===== config.mk =====
export PLATFORM = sky130hd
export DESIGN_NAME = line_editor_word_wrap_flat
export DESIGN_NICKNAME = d
export VERILOG_FILES = /design/src/design/lewr_pkg.sv /design/src/design/lewr_in_if.sv /design/src/design/lewr_out_if.sv /design/src/design/lewr_ram.sv /design/src/design/line_editor_word_wrap.sv /design/src/flat_wrapper.sv
export SDC_FILE = /design/constraint.sdc
export NUM_CORES = 1
export LEC_CHECK = 0
export BUFFER_PORTS_ARGS = -buffer_cell sky130_fd_sc_hd__buf_2
export CAP_MARGIN = 20
export CORE_AREA = 2 2 193 195
export CTS_BUF_LIST = sky130_fd_sc_hd__clkbuf_2 sky130_fd_sc_hd__clkbuf_4 sky130_fd_sc_hd__clkbuf_8
export DETAILED_ROUTE_END_ITERATION = 12
export DIE_AREA = 0 0 195 197
export HOLD_SLACK_MARGIN = 0.1
export PLACE_DENSITY = 0.66
export RECOVER_POWER = 100
export SLEW_MARGIN = 20
export SYNTH_ARGS = -nofsm -noshare
export SYNTH_HDL_FRONTEND = slang
export SYNTH_SLANG_ARGS = --single-unit

===== constraint.sdc =====
create_clock -name i_clk -period 6.05 [get_ports i_clk]
set_clock_uncertainty 0.15 [all_clocks]
set_input_delay 0.3025 -clock i_clk [delete_from_list [all_inputs] [get_ports i_clk]]
set_output_delay 0.3025 -clock i_clk [all_outputs]
set_load 0.005 [all_outputs]

===== src/design/lewr_pkg.sv =====
package lewr_pkg;

    // line geometry
    localparam int LINE_WIDTH = 40;
    localparam int CUR_W      = $clog2(LINE_WIDTH + 1);
    localparam int ADDR_W     = $clog2(LINE_WIDTH);

    // field widths
    localparam int BYTE_W    = 8;
    localparam int CHAR_W    = 7;
    localparam int CNT_W     = 6;
    localparam int ACT_W     = 3;
    localparam int CFG_IDX_W = 3;

    // register indexes
    localparam logic [CFG_IDX_W-1:0] CFG_ERASE      = 3'd0;
    localparam logic [CFG_IDX_W-1:0] CFG_KILL       = 3'd1;
    localparam logic [CFG_IDX_W-1:0] CFG_WORD_ERASE = 3'd2;
    localparam logic [CFG_IDX_W-1:0] CFG_EOT        = 3'd3;

    // register reset values
    localparam logic [BYTE_W-1:0] ERASE_RST      = 8'd127;
    localparam logic [BYTE_W-1:0] KILL_RST       = 8'd21;
    localparam logic [BYTE_W-1:0] WORD_ERASE_RST = 8'd23;
    localparam logic [BYTE_W-1:0] EOT_RST        = 8'd4;

    // character codes
    localparam logic [BYTE_W-1:0] NEWLINE_BYTE = 8'd10;
    localparam logic [BYTE_W-1:0] PRINT_LO     = 8'd32;
    localparam logic [BYTE_W-1:0] PRINT_HI     = 8'd126;
    localparam logic [CHAR_W-1:0] SPACE_CHAR   = 7'd32;

    typedef enum logic [ACT_W-1:0] {
        ACT_ECHO    = 3'd0,
        ACT_NEWLINE = 3'd1,
        ACT_ERASE   = 3'd2,
        ACT_BELL    = 3'd3,
        ACT_END     = 3'd4
    } t_action;

    typedef struct packed {
        t_action            action;
        logic [BYTE_W-1:0]  char_value;
        logic [CNT_W-1:0]   erase_count;
        logic               last;
    } t_result;

endpackage


===== src/design/lewr_in_if.sv =====
interface lewr_in_if import lewr_pkg::*; ();

    logic              valid;
    logic              ready;
    logic [BYTE_W-1:0] key_byte;

    modport source (output valid, output key_byte, input ready);
    modport sink   (input valid, input key_byte, output ready);

endinterface


===== src/design/lewr_out_if.sv =====
interface lewr_out_if import lewr_pkg::*; ();

    logic              valid;
    logic              ready;
    t_action           action;
    logic [BYTE_W-1:0] char_value;
    logic [CNT_W-1:0]  erase_count;
    logic              last;

    modport source (output valid, output action, output char_value, output erase_count,
                    output last, input ready);
    modport sink   (input valid, input action, input char_value, input erase_count,
                    input last, output ready);

endinterface


===== src/design/lewr_ram.sv =====
module lewr_ram #(
    parameter int WIDTH = 8,
    parameter int DEPTH = 16
) (
    input  logic                     i_clk,
    input  logic                     i_we,
    input  logic [$clog2(DEPTH)-1:0] i_waddr,
    input  logic [WIDTH-1:0]         i_wdata,
    input  logic [$clog2(DEPTH)-1:0] i_raddr,
    output logic [WIDTH-1:0]         o_rdata
);

    logic [WIDTH-1:0] r_mem [DEPTH];
    logic [WIDTH-1:0] r_rdata;

    // read returns the old word on a same-address write
    always_ff @(posedge i_clk) begin
        if (i_we) begin
            r_mem[i_waddr] <= i_wdata;
        end
        r_rdata <= r_mem[i_raddr];
    end

    assign o_rdata = r_rdata;

endmodule


===== src/design/line_editor_word_wrap.sv =====
// Raw-mode line editor with word wrap. One key byte is taken per input beat and
// answered with zero or more action beats (echo, newline, erase run, bell, end of
// input), the final one flagged by last. The typed line lives in a single
// LINE_WIDTH x 7 RAM with a registered read; the cursor, the ended flag and the
// four control-character registers are flip-flops. Bytes are taken one at a
// time: the input is ready only while the sequencer is idle, but a finished
// result waiting in the output register does not hold off the next byte.
// Word erase walks the line one RAM entry per cycle. A wrap scans back from the
// line end for a space, one entry per cycle, then copies and echoes the moved
// word one character per cycle while the output is not stalled.
// Control registers may be written at any time the block is idle; the RAM needs
// no clearing after reset since only entries already written are ever used.
module line_editor_word_wrap import lewr_pkg::*; (
    input  logic                 i_clk,
    input  logic                 i_rst_n,
    input  logic                 i_cfg_we,
    input  logic [CFG_IDX_W-1:0] i_cfg_idx,
    input  logic [BYTE_W-1:0]    i_cfg_data,
    lewr_in_if.sink              i_key,
    lewr_out_if.source           o_res
);

    typedef enum logic [2:0] {
        S_IDLE,
        S_EMIT,
        S_WSP,
        S_WNS,
        S_WR_SCAN,
        S_WR_ERASE,
        S_WR_NL,
        S_WR_CP
    } t_state;

    localparam logic [CUR_W-1:0] LW_C = CUR_W'(LINE_WIDTH);

    // control-character registers
    logic [BYTE_W-1:0] r_erase_char;
    logic [BYTE_W-1:0] r_kill_char;
    logic [BYTE_W-1:0] r_word_erase_char;
    logic [BYTE_W-1:0] r_eot_char;

    // sequencer state
    t_state            r_state, n_state;
    logic [CUR_W-1:0]  r_cursor, n_cursor;
    logic              r_ended, n_ended;
    logic [CUR_W-1:0]  r_p, n_p;       // scan / read pointer, data is entry r_p-1
    logic [CUR_W-1:0]  r_n, n_n;       // length of the word moved on wrap
    logic [CUR_W-1:0]  r_i, n_i;       // copy destination index
    logic              r_wrap, n_wrap; // wrap follows the pending echo
    t_result           r_pend, n_pend; // single result waiting to be sent

    // output register
    logic              r_out_valid;
    t_result           r_out;
    logic              out_free;
    logic              emit;
    t_result           emit_res;

    // line store port signals
    logic              ram_we;
    logic [ADDR_W-1:0] ram_waddr;
    logic [CHAR_W-1:0] ram_wdata;
    logic [ADDR_W-1:0] ram_raddr;
    logic [CHAR_W-1:0] ram_rdata;
    logic [CUR_W-1:0]  rd_ptr;

    logic [BYTE_W-1:0] key;
    logic              is_print;
    logic [CUR_W-1:0]  cur_inc;
    logic [CUR_W-1:0]  wrap_len;
    logic              cp_last;

    assign out_free = !r_out_valid || o_res.ready;
    assign key      = i_key.key_byte;
    assign is_print = (key >= PRINT_LO) && (key <= PRINT_HI);
    assign cur_inc  = r_cursor + 1'b1;
    assign wrap_len = LW_C - r_p;
    assign cp_last  = (r_i == r_n - 1'b1);

    // byte taken only when idle
    assign i_key.ready = (r_state == S_IDLE);

    lewr_ram #(
        .WIDTH (CHAR_W),
        .DEPTH (LINE_WIDTH)
    ) u_line_ram (
        .i_clk   (i_clk),
        .i_we    (ram_we),
        .i_waddr (ram_waddr),
        .i_wdata (ram_wdata),
        .i_raddr (ram_raddr),
        .o_rdata (ram_rdata)
    );

    always_comb begin
        n_state   = r_state;
        n_cursor  = r_cursor;
        n_ended   = r_ended;
        n_p       = r_p;
        n_n       = r_n;
        n_i       = r_i;
        n_wrap    = r_wrap;
        n_pend    = r_pend;
        emit      = 1'b0;
        emit_res  = r_pend;
        ram_we    = 1'b0;
        ram_waddr = r_cursor[ADDR_W-1:0];
        ram_wdata = key[CHAR_W-1:0];

        unique case (r_state)
            S_IDLE: begin
                // bytes after end of input are swallowed
                if (i_key.valid && !r_ended) begin
                    n_wrap = 1'b0;
                    n_pend = '{action: ACT_BELL, char_value: '0, erase_count: '0,
                               last: 1'b1};
                    if (key == NEWLINE_BYTE) begin
                        n_pend.action     = ACT_NEWLINE;
                        n_pend.char_value = NEWLINE_BYTE;
                        n_cursor          = '0;
                        n_state           = S_EMIT;
                    end else if (is_print) begin
                        // store and echo; a full line then wraps
                        ram_we            = 1'b1;
                        n_cursor          = cur_inc;
                        n_pend.action     = ACT_ECHO;
                        n_pend.char_value = key;
                        n_pend.last       = (cur_inc != LW_C);
                        n_wrap            = (cur_inc == LW_C);
                        n_p               = LW_C;
                        n_state           = S_EMIT;
                    end else if (key == r_erase_char) begin
                        if (r_cursor != '0) begin
                            n_pend.action      = ACT_ERASE;
                            n_pend.erase_count = CNT_W'(1);
                            n_cursor           = r_cursor - 1'b1;
                            n_state            = S_EMIT;
                        end
                    end else if (key == r_kill_char) begin
                        if (r_cursor != '0) begin
                            n_pend.action      = ACT_ERASE;
                            n_pend.erase_count = CNT_W'(r_cursor);
                            n_cursor           = '0;
                            n_state            = S_EMIT;
                        end
                    end else if (key == r_word_erase_char) begin
                        n_p     = r_cursor;
                        n_state = S_WSP;
                    end else if (key == r_eot_char) begin
                        if (r_cursor == '0) begin
                            n_pend.action = ACT_END;
                            n_ended       = 1'b1;
                            n_state       = S_EMIT;
                        end
                    end else begin
                        n_state = S_EMIT;
                    end
                end
            end

            S_EMIT: begin
                if (out_free) begin
                    emit    = 1'b1;
                    n_state = r_wrap ? S_WR_SCAN : S_IDLE;
                end
            end

            // word erase: trailing spaces first, a line of spaces alone still erases
            S_WSP: begin
                if (r_p != '0 && ram_rdata == SPACE_CHAR) begin
                    n_p = r_p - 1'b1;
                end else begin
                    n_state = S_WNS;
                end
            end

            // word erase: then the word itself
            S_WNS: begin
                if (r_p != '0 && ram_rdata != SPACE_CHAR) begin
                    n_p = r_p - 1'b1;
                end else if (r_p < r_cursor) begin
                    n_pend = '{action: ACT_ERASE, char_value: '0,
                               erase_count: CNT_W'(r_cursor - r_p), last: 1'b1};
                    n_cursor = r_p;
                    n_wrap   = 1'b0;
                    n_state  = S_EMIT;
                end else begin
                    n_state = S_IDLE;
                end
            end

            // wrap: look back from the line end for a space
            S_WR_SCAN: begin
                if (r_p != '0 && ram_rdata != SPACE_CHAR) begin
                    n_p = r_p - 1'b1;
                end else if (r_p == '0 || wrap_len == '0) begin
                    // no word to move, plain line break
                    n_pend = '{action: ACT_NEWLINE, char_value: NEWLINE_BYTE,
                               erase_count: '0, last: 1'b1};
                    n_cursor = '0;
                    n_wrap   = 1'b0;
                    n_state  = S_EMIT;
                end else begin
                    n_n      = wrap_len;
                    n_cursor = wrap_len;
                    n_i      = '0;
                    n_p      = r_p + 1'b1;
                    n_wrap   = 1'b0;
                    n_state  = S_WR_ERASE;
                end
            end

            S_WR_ERASE: begin
                if (out_free) begin
                    emit     = 1'b1;
                    emit_res = '{action: ACT_ERASE, char_value: '0,
                                 erase_count: CNT_W'(r_n), last: 1'b0};
                    n_state  = S_WR_NL;
                end
            end

            S_WR_NL: begin
                if (out_free) begin
                    emit     = 1'b1;
                    emit_res = '{action: ACT_NEWLINE, char_value: NEWLINE_BYTE,
                                 erase_count: '0, last: 1'b0};
                    n_state  = S_WR_CP;
                end
            end

            // move the word to the line start and echo it, one char per beat
            S_WR_CP: begin
                if (out_free) begin
                    emit      = 1'b1;
                    emit_res  = '{action: ACT_ECHO, char_value: {1'b0, ram_rdata},
                                  erase_count: '0, last: cp_last};
                    ram_we    = 1'b1;
                    ram_waddr = r_i[ADDR_W-1:0];
                    ram_wdata = ram_rdata;
                    n_i       = r_i + 1'b1;
                    n_p       = r_p + 1'b1;
                    if (cp_last) begin
                        n_state = S_IDLE;
                    end
                end
            end

            default: n_state = S_IDLE;
        endcase

        // read ahead so the entry below the next pointer is ready next cycle
        rd_ptr = n_p - 1'b1;
        if (n_p == '0 || n_p > LW_C) begin
            ram_raddr = '0;
        end else begin
            ram_raddr = rd_ptr[ADDR_W-1:0];
        end
    end

    always_ff @(posedge i_clk) begin
        if (!i_rst_n) begin
            r_state           <= S_IDLE;
            r_cursor          <= '0;
            r_ended           <= 1'b0;
            r_wrap            <= 1'b0;
            r_out_valid       <= 1'b0;
            r_erase_char      <= ERASE_RST;
            r_kill_char       <= KILL_RST;
            r_word_erase_char <= WORD_ERASE_RST;
            r_eot_char        <= EOT_RST;
        end else begin
            r_state  <= n_state;
            r_cursor <= n_cursor;
            r_ended  <= n_ended;
            r_wrap   <= n_wrap;
            if (emit) begin
                r_out_valid <= 1'b1;
            end else if (o_res.ready) begin
                r_out_valid <= 1'b0;
            end
            if (i_cfg_we) begin
                unique case (i_cfg_idx)
                    CFG_ERASE:      r_erase_char      <= i_cfg_data;
                    CFG_KILL:       r_kill_char       <= i_cfg_data;
                    CFG_WORD_ERASE: r_word_erase_char <= i_cfg_data;
                    CFG_EOT:        r_eot_char        <= i_cfg_data;
                    default: ;
                endcase
            end
        end
    end

    // payload registers, no reset needed
    always_ff @(posedge i_clk) begin
        r_p    <= n_p;
        r_n    <= n_n;
        r_i    <= n_i;
        r_pend <= n_pend;
        if (emit) begin
            r_out <= emit_res;
        end
    end

    assign o_res.valid       = r_out_valid;
    assign o_res.action      = r_out.action;
    assign o_res.char_value  = r_out.char_value;
    assign o_res.erase_count = r_out.erase_count;
    assign o_res.last        = r_out.last;

endmodule


===== src/flat_wrapper.sv =====
// flat-port wrapper written by rule: the top's interface ports become plain ports
module line_editor_word_wrap_flat import lewr_pkg::*;
  (i_clk, i_rst_n, i_cfg_we, i_cfg_idx, i_cfg_data, i_key_valid, i_key_key_byte, i_key_ready, o_res_valid, o_res_action, o_res_char_value, o_res_erase_count, o_res_last, o_res_ready);
  lewr_in_if i_key_i ();
  lewr_out_if o_res_i ();
  input  logic i_clk;
  input  logic i_rst_n;
  input  logic i_cfg_we;
  input  logic [CFG_IDX_W-1:0] i_cfg_idx;
  input  logic [BYTE_W-1:0] i_cfg_data;
  input wire logic [$bits(i_key_i.valid)-1:0] i_key_valid;
  input wire logic [$bits(i_key_i.key_byte)-1:0] i_key_key_byte;
  output wire logic [$bits(i_key_i.ready)-1:0] i_key_ready;
  output wire logic [$bits(o_res_i.valid)-1:0] o_res_valid;
  output wire logic [$bits(o_res_i.action)-1:0] o_res_action;
  output wire logic [$bits(o_res_i.char_value)-1:0] o_res_char_value;
  output wire logic [$bits(o_res_i.erase_count)-1:0] o_res_erase_count;
  output wire logic [$bits(o_res_i.last)-1:0] o_res_last;
  input wire logic [$bits(o_res_i.ready)-1:0] o_res_ready;
  assign i_key_i.valid = i_key_valid;
  assign i_key_i.key_byte = i_key_key_byte;
  assign i_key_ready = i_key_i.ready;
  assign o_res_valid = o_res_i.valid;
  assign o_res_action = o_res_i.action;
  assign o_res_char_value = o_res_i.char_value;
  assign o_res_erase_count = o_res_i.erase_count;
  assign o_res_last = o_res_i.last;
  assign o_res_i.ready = o_res_ready;
  line_editor_word_wrap u_core (.i_clk(i_clk), .i_rst_n(i_rst_n), .i_cfg_we(i_cfg_we), .i_cfg_idx(i_cfg_idx), .i_cfg_data(i_cfg_data), .i_key(i_key_i), .o_res(o_res_i));
endmodule

; After elaboration in Yosys (flattened, before gate mapping)
; Memories as Yosys holds them, arrays and structs flattened. A register that Yosys moved wholly into a read port is not among the register bits.
; Index checks and enable logic that the tools add are counted.
; W data, S select, Z words.
[totals]
regBits = 98
mem_bits_rw = 280
inputBits = 24
output_inout_bits = 20
wordCells = 205
n_memories = 1
[op_classes]
n_addsub = 9
n_lt_le_gt_ge = 4
n_eq_ne = 35
mux = 97
bitwise_logic = 7
n_reduce_logical = 32
[memory_table]
columns = name, words, width, read_ports, rd_clocked_by_memory_dff, write_ports, line_no
row1 = u_core.u_line_ram.r_mem, 40, 7, 1, 1, 1, lewr_ram.sv:13  ; logic [WIDTH-1:0] r_mem [DEPTH];
[op_table]
columns = op, count
row1 = $mux W6, 32
row2 = $mux W18, 8
row3 = $pmux W18 S3, 2
row4 = $mux W3, 25
row5 = $eq A8 B8 Y1, 4
row6 = $pmux W6 S5, 1
row7 = $logic_not A6 Y1, 4
row8 = $pmux W3 S8, 1
row9 = $sub A6 B1 Y6 const B, 4
row10 = $mux W7, 3
row11 = $mux W1, 19
row12 = $add A6 B1 Y6 const B, 3
row13 = $pmux W6 S3, 1
row14 = $ne A2 B1 Y1 const B, 8
row15 = $eq A3 B2 Y1 const B, 4
row16 = $eq A3 B3 Y1 const B, 4
row17 = $pmux W6 S2, 1
row18 = $reduce_bool A6 Y1, 2
row19 = $mux W11, 1
row20 = $reduce_and A10 Y1, 1
row21 = $reduce_and A9 Y1, 1
row22 = $eq A8 B4 Y1 const B, 1
row23 = $ge A8 B6 Y1 const B, 1
row24 = $le A8 B7 Y1 const B, 1
row25 = other kinds (31), 52

; Logic depth before layout (Yosys ltp)
[depth]
word_depth = 11
depth_mapped = 23

; Hierarchy
; A second synthesis with hierarchy kept.
[hier_totals]
cells_unflattened = 1375
hier_area_um2 = 17633.2
[by_module_without_submodules]
columns = module, n_inst, cells_each, area_per_inst_um2, seq_area_each_um2
row1 = lewr_ram, 1, 616, 11368.4, 8548.2
row2 = line_editor_word_wrap, 1, 759, 6264.8, 2442.3

; Worst setup path before layout
; Ideal clock, no wire load.
[synth_timing]
path_type = reg2reg
startpoint = register u_core.r_p[1]
endpoint = register u_core.u_line_ram.r_rdata[4] (netlist: u_core.u_line_ram.o_rdata[4]), read port of u_core.u_line_ram.r_mem
setup_ps = 103
t_arrival_ps = 4991
setup_slack_ps = 806
path_stages_with_launch = 24
path_buffers = 4
cell_sequence = dfxtp_1 inv_1 ha_1 nand2b_1 nor2_1 nand2_1 ha_1 a21oi_1 o21ai_0 a2bb2oi_1 a311oi_2 clkbuf_1 buf_1 clkbuf_1 ha_1 inv_1 o21ai_1 nand2_1 buf_2 mux2i_1 mux2_2 a221oi_1 nor2_1 a222oi_1
[synth_via]
elab_chain_len = 10
elab_cells_between_ends = 26
classes_between = 4 x add/sub / 1 x order compare / 13 x mux / 8 x reduce/logical
[synth_rtl]
columns = element, line_no
row1 = "start, declared", line_editor_word_wrap.sv:46  ; logic [CUR_W-1:0] r_p, n_p;
row2 = "start signal, assigned", line_editor_word_wrap.sv:295  ; r_p <= n_p;
row3 = "parallel branches: the longest is 6 deep, another holds $sub A6 B6 Y6", n/a
row4 = $pmux W6 S5 *, line_editor_word_wrap.sv:110  ; unique case (r_state)
row5 = $gt A6 B6 Y1 / $logic_not A6 Y1 (equally long branches), line_editor_word_wrap.sv:253  ; if (n_p == '0 || n_p > LW_C) begin
row6 = $logic_or A1 B1 Y1, line_editor_word_wrap.sv:253
row7 = $mux W6 *, line_editor_word_wrap.sv:253
row8 = "end, declared", lewr_ram.sv:14  ; logic [WIDTH-1:0] r_rdata;
; Every way passes the cells marked *.
; A chain may end at the register's enable or synchronous reset.

; Worst setup path in the final report
[layout_timing]
startpoint = register u_core.r_p[0]
endpoint = register u_core.u_line_ram.r_rdata[1] (netlist: u_core.u_line_ram.o_rdata[1]), read port of u_core.u_line_ram.r_mem
[layout_via]
elab_cells_between_ends = 26
classes_between = 4 x add/sub / 1 x order compare / 13 x mux / 8 x reduce/logical
[layout_lines]
columns = element, line_no
row1 = $sub A6 B6 Y6 *, line_editor_word_wrap.sv:77  ; assign wrap_len = LW_C - r_p;
row2 = named net u_core.wrap_len[3], line_editor_word_wrap.sv:70  ; logic [CUR_W-1:0] wrap_len;
row3 = $logic_not A6 Y1 *, line_editor_word_wrap.sv:196  ; end else if (r_p == '0 || wrap_len == '0) begin
row4 = $logic_or A1 B1 Y1 *, line_editor_word_wrap.sv:196
row5 = $mux W6 *, line_editor_word_wrap.sv:196
row6 = $mux W6 *, line_editor_word_wrap.sv:194  ; if (r_p != '0 && ram_rdata != SPACE_CHAR) begin
row7 = $pmux W6 S5 *, line_editor_word_wrap.sv:110
row8 = $gt A6 B6 Y1 / $logic_not A6 Y1 (equally long branches), line_editor_word_wrap.sv:253
row9 = $logic_or A1 B1 Y1, line_editor_word_wrap.sv:253
row10 = $mux W6 *, line_editor_word_wrap.sv:253
; The timed path passes the listed nets; every way through them passes the cells marked *.

==> results.sh <==
export IMPL_status="complete, but fails checks"
export IMPL_failed_checks="capacitance limit, slew limit"
export IMPL_core_mm2=0.0363
export IMPL_irDropWorstVdd_mv=0.540
export IMPL_worst_setup_path_endpoint="u_core.u_line_ram.o_rdata[1]$_DFF_P_"
export IMPL_met1_usage_pct=38.6
export IMPL_yosysMostFrequentCell="edfxtp_1"
export IMPL_fp_dieH_um=197
export IMPL_syn_inst=1619
export IMPL_grt_max_degree=59
export IMPL_yosys_area_top_type_share_pct=53.9
export IMPL_wl_per_cell_um=24.2
export IMPL_htree_levels=2
export IMPL_min_period_over_period_pct=93.9
export IMPL_use_met2_pct=45.3
export IMPL_syn2layout_area_growth_pct=12.2
export IMPL_clk_latency_ns=0.68
export IMPL_grt_busiest_layer="met2"
export IMPL_final_setup_tns_ns=0
export IMPL_ys_seq_area_share_pct=60.2
export IMPL_max_cap_viol_count=7
export IMPL_drc=0
export IMPL_criticalPathCategory="reg -> reg"
export IMPL_clkTransAtPathRegs_ns=0.06
export IMPL_layout_drive_gt1_share_pct=12.2
export IMPL_end_kind="flip-flop"
export IMPL_routabilityCongestion=1.04
export IMPL_hold_violations=0
export IMPL_cts_tree="yes"
export IMPL_grt_pass1_wl_um=81000
export IMPL_crit_reg2reg_launch="u_core.r_p[0]$_DFF_P_"
export IMPL_synth_seq_cells=385
export IMPL_dieArea_mm2=0.0384
export IMPL_fmax_mhz=176
export IMPL_worst_r2r_setup_slack_ns=0.37
export IMPL_syn_avg_cell_area_um2=11.3
export IMPL_finalMaxSlewViolations=287
export IMPL_grtUsageTotal_pct=28.1
export IMPL_slew_limit_headroom_pct=-59.9
export IMPL_synth_cell_types=93
export IMPL_place_port_buffers=43
export IMPL_tightestPinTransition_ns=2.40
export IMPL_p_leak_nw=7.21
export IMPL_syn_cell_area_mm2=0.0183
export IMPL_cts_resized=0
export IMPL_grt_pass1_vias=13100
export IMPL_period_needed_ns=5.68
export IMPL_final_core_util_pct=56.5
export IMPL_grt_ovfl_total=0
export IMPL_critPathLaunchType="flip-flop"
export IMPL_rr_worst_depth=14
export IMPL_synth_async_sr_flop_share_pct=0
export IMPL_arrival_ns=6.04
export IMPL_clockBufferDepth=3
export IMPL_ioPinCount=44
export IMPL_powerDensity_mw_per_mm2=569
export IMPL_drt_iter0_drc=1784
export IMPL_yosys_top_cells_count="328 x edfxtp_1, 292 x nand2_1, 120 x nor2_1, 70 x nand3_1, 65 x a21oi_1"
export IMPL_grt_setup_unrepaired="no"
export IMPL_cts_root_buf="clkbuf_8"
export IMPL_cts_hold_buf=32
export IMPL_via_per_inst=6.22
export IMPL_critPathLaunch="u_core.r_p[0]$_DFF_P_"
export IMPL_drt_pass1_iterations=6
export IMPL_drt_total_wl_um=53800
export IMPL_critPathMaxFanout=16
export IMPL_reg2reg_to="u_core.u_line_ram.o_rdata[1]$_DFF_P_"
export IMPL_nFillCells=3079
export IMPL_dp_worst_setup_slack_ns=0.714
export IMPL_synthFlopType="edfxtp_1"
export IMPL_post_cts_buffers=0
export IMPL_die_w_um=195
export IMPL_synth_area_leaders="edfxtp_1 54%, dfxtp_1 6.2%, nand2_1 6.0%"
export IMPL_antenna_found_initial=0
export IMPL_fin_ws_ns=0.366
export IMPL_cts_buffers=61
export IMPL_rows=70
export IMPL_synth_edf_count=328
export IMPL_clock_sinks=385
export IMPL_power_mw=11.7
export IMPL_crit_required_ns=6.40
export IMPL_fin_nets=1747
export IMPL_final_antenna_net_count=0
export IMPL_hpwl_um=35400
export IMPL_stdcell_area_mm2=0.0205
export IMPL_yosys_warnings=0
export IMPL_postPlaceCellArea_mm2=0.0190
export IMPL_start_util_pct=50.4
export IMPL_hold_path_class="in -> reg"
export IMPL_synth_top_cell_by_area="edfxtp_1"
export IMPL_vias=13800
export IMPL_syn_nets=1660
export IMPL_setup_viol=0
export IMPL_use_met3_pct=5.34
export IMPL_n_antenna_cell=0
export IMPL_whs_path_depth=5
## power by group
part	switching (mW)	internal, mW
combinational	4.22	2.01
sequential	0.151	3.07
clock	1.03	1.19
total	5.40	6.27
## critical path: stages, from the launching register on
cell	delay [ns]
dfxtp_1	0.31
clkbuf_1	0.28
nor3_1	0.60
xnor2_1	0.26
o21ai_0	0.21
o21bai_1	0.09
a222oi_1	0.43
nand3_1	0.61
or4_1	0.69
nand3_1	0.54
buf_4	0.31
nand2_1	0.07
a31oi_1	0.20
mux2i_1	0.22
a221oi_1	0.56
## placed cells by master (no fill, tap or decap), types with 14 or more instances in the layout
cell | synthesis | layout
a21boi_0 | 20 | 20
a21o_1 | 14 | 14
a21oi_1 | 65 | 65
a22oi_1 | 14 | 14
a31oi_1 | 19 | 19
and3_1 | 15 | 15
buf_2 | 27 | 36
buf_4 | 1 | 33
clkbuf_1 | 58 | 21
clkbuf_4 | 0 | 33
clkbuf_8 | 0 | 61
dfxtp_1 | 57 | 57
dlygate4sd3_1 | 0 | 32
edfxtp_1 | 328 | 328
ha_1 | 16 | 16
inv_1 | 24 | 25
mux2i_1 | 51 | 51
nand2_1 | 292 | 291
nand3_1 | 70 | 71
nand4_1 | 19 | 19
nor2_1 | 120 | 119
nor3_1 | 27 | 27
o211ai_1 | 16 | 16
o21ai_0 | 47 | 49
xnor2_1 | 41 | 41
xor2_1 | 24 | 24
## cell families (layout without fill, tap and decap cells)
kind of cell,Yosys count,count (layout),share of synthesized area (%)
AO/OA/AOI/OAI,331,331,12.9
XOR/XNOR,65,65,3.12
adder cells (fa/ha/maj),17,17,1.21
buffers and inverters,126,263,2.88
flip-flops,385,385,60.2
multiplexers,62,62,3.66
other,1,1,0.0205
AND/OR/NAND/NOR,632,632,16.0
## stage by stage
stage	hold slack, ns	instances
final	0.190	2224
after global routing	0.222	2224
after CTS	0.141	2224
after detailed placement	0.322	2079
after global placement	0.317	2079
after floorplan	0.276	1619
## worst min-delay path by stage
stage | start | end | slack [ns]
after floorplan | i_cfg_data[2] | u_core.r_eot_char[2]$_SDFFE_PN1P_ | 0.28
after global placement | u_core.r_eot_char[3]$_SDFFE_PN0P_ | u_core.r_eot_char[3]$_SDFFE_PN0P_ | 0.32
after detailed placement | u_core.r_eot_char[7]$_SDFFE_PN0P_ | u_core.r_eot_char[7]$_SDFFE_PN0P_ | 0.32
after CTS | i_cfg_we | u_core.r_eot_char[2]$_SDFFE_PN1P_ | 0.14
after global routing | i_cfg_we | u_core.r_erase_char[0]$_SDFFE_PN1P_ | 0.22
final | i_cfg_we | u_core.r_erase_char[2]$_SDFFE_PN1P_ | 0.19
## flip-flops by register name, summed over array words and instances, names as in the netlist, 6 cells and up
name                       count
u_core.r_kill_char             8
u_core.o_res.char_value        8
u_core.r_i                     6
u_core.r_n                     6
u_core.o_res.erase_count       6
u_core.r_erase_char            8
u_core.r_word_erase_char       8
u_core.r_pend                 18
u_core.r_p                     6
u_core.u_line_ram.r_mem      280
u_core.r_cursor                6
u_core.r_eot_char              8
u_core.u_line_ram.o_rdata      7
## final cells by class
type / instances / area [um2] / share of cell area (%)
Multi-Input combinational cell: 1108 / 6750 / 32.9
Sequential cell: 385 / 11000 / 53.6
Inverter: 27 / 101 / 0.494
Timing Repair Buffer: 123 / 847 / 4.13
Clock inverter: 19 / 131 / 0.641
Clock buffer: 94 / 1090 / 5.30
Tap cell: 468 / 586 / 2.86
## per-layer routing
metal  up-vias  share of wire, %
li1       6215                 -
met1      6784                41
met2       719                46
met3       120               9.6
met4         0               3.0
met5         -                 0
(Power assumes the default switching activity.)
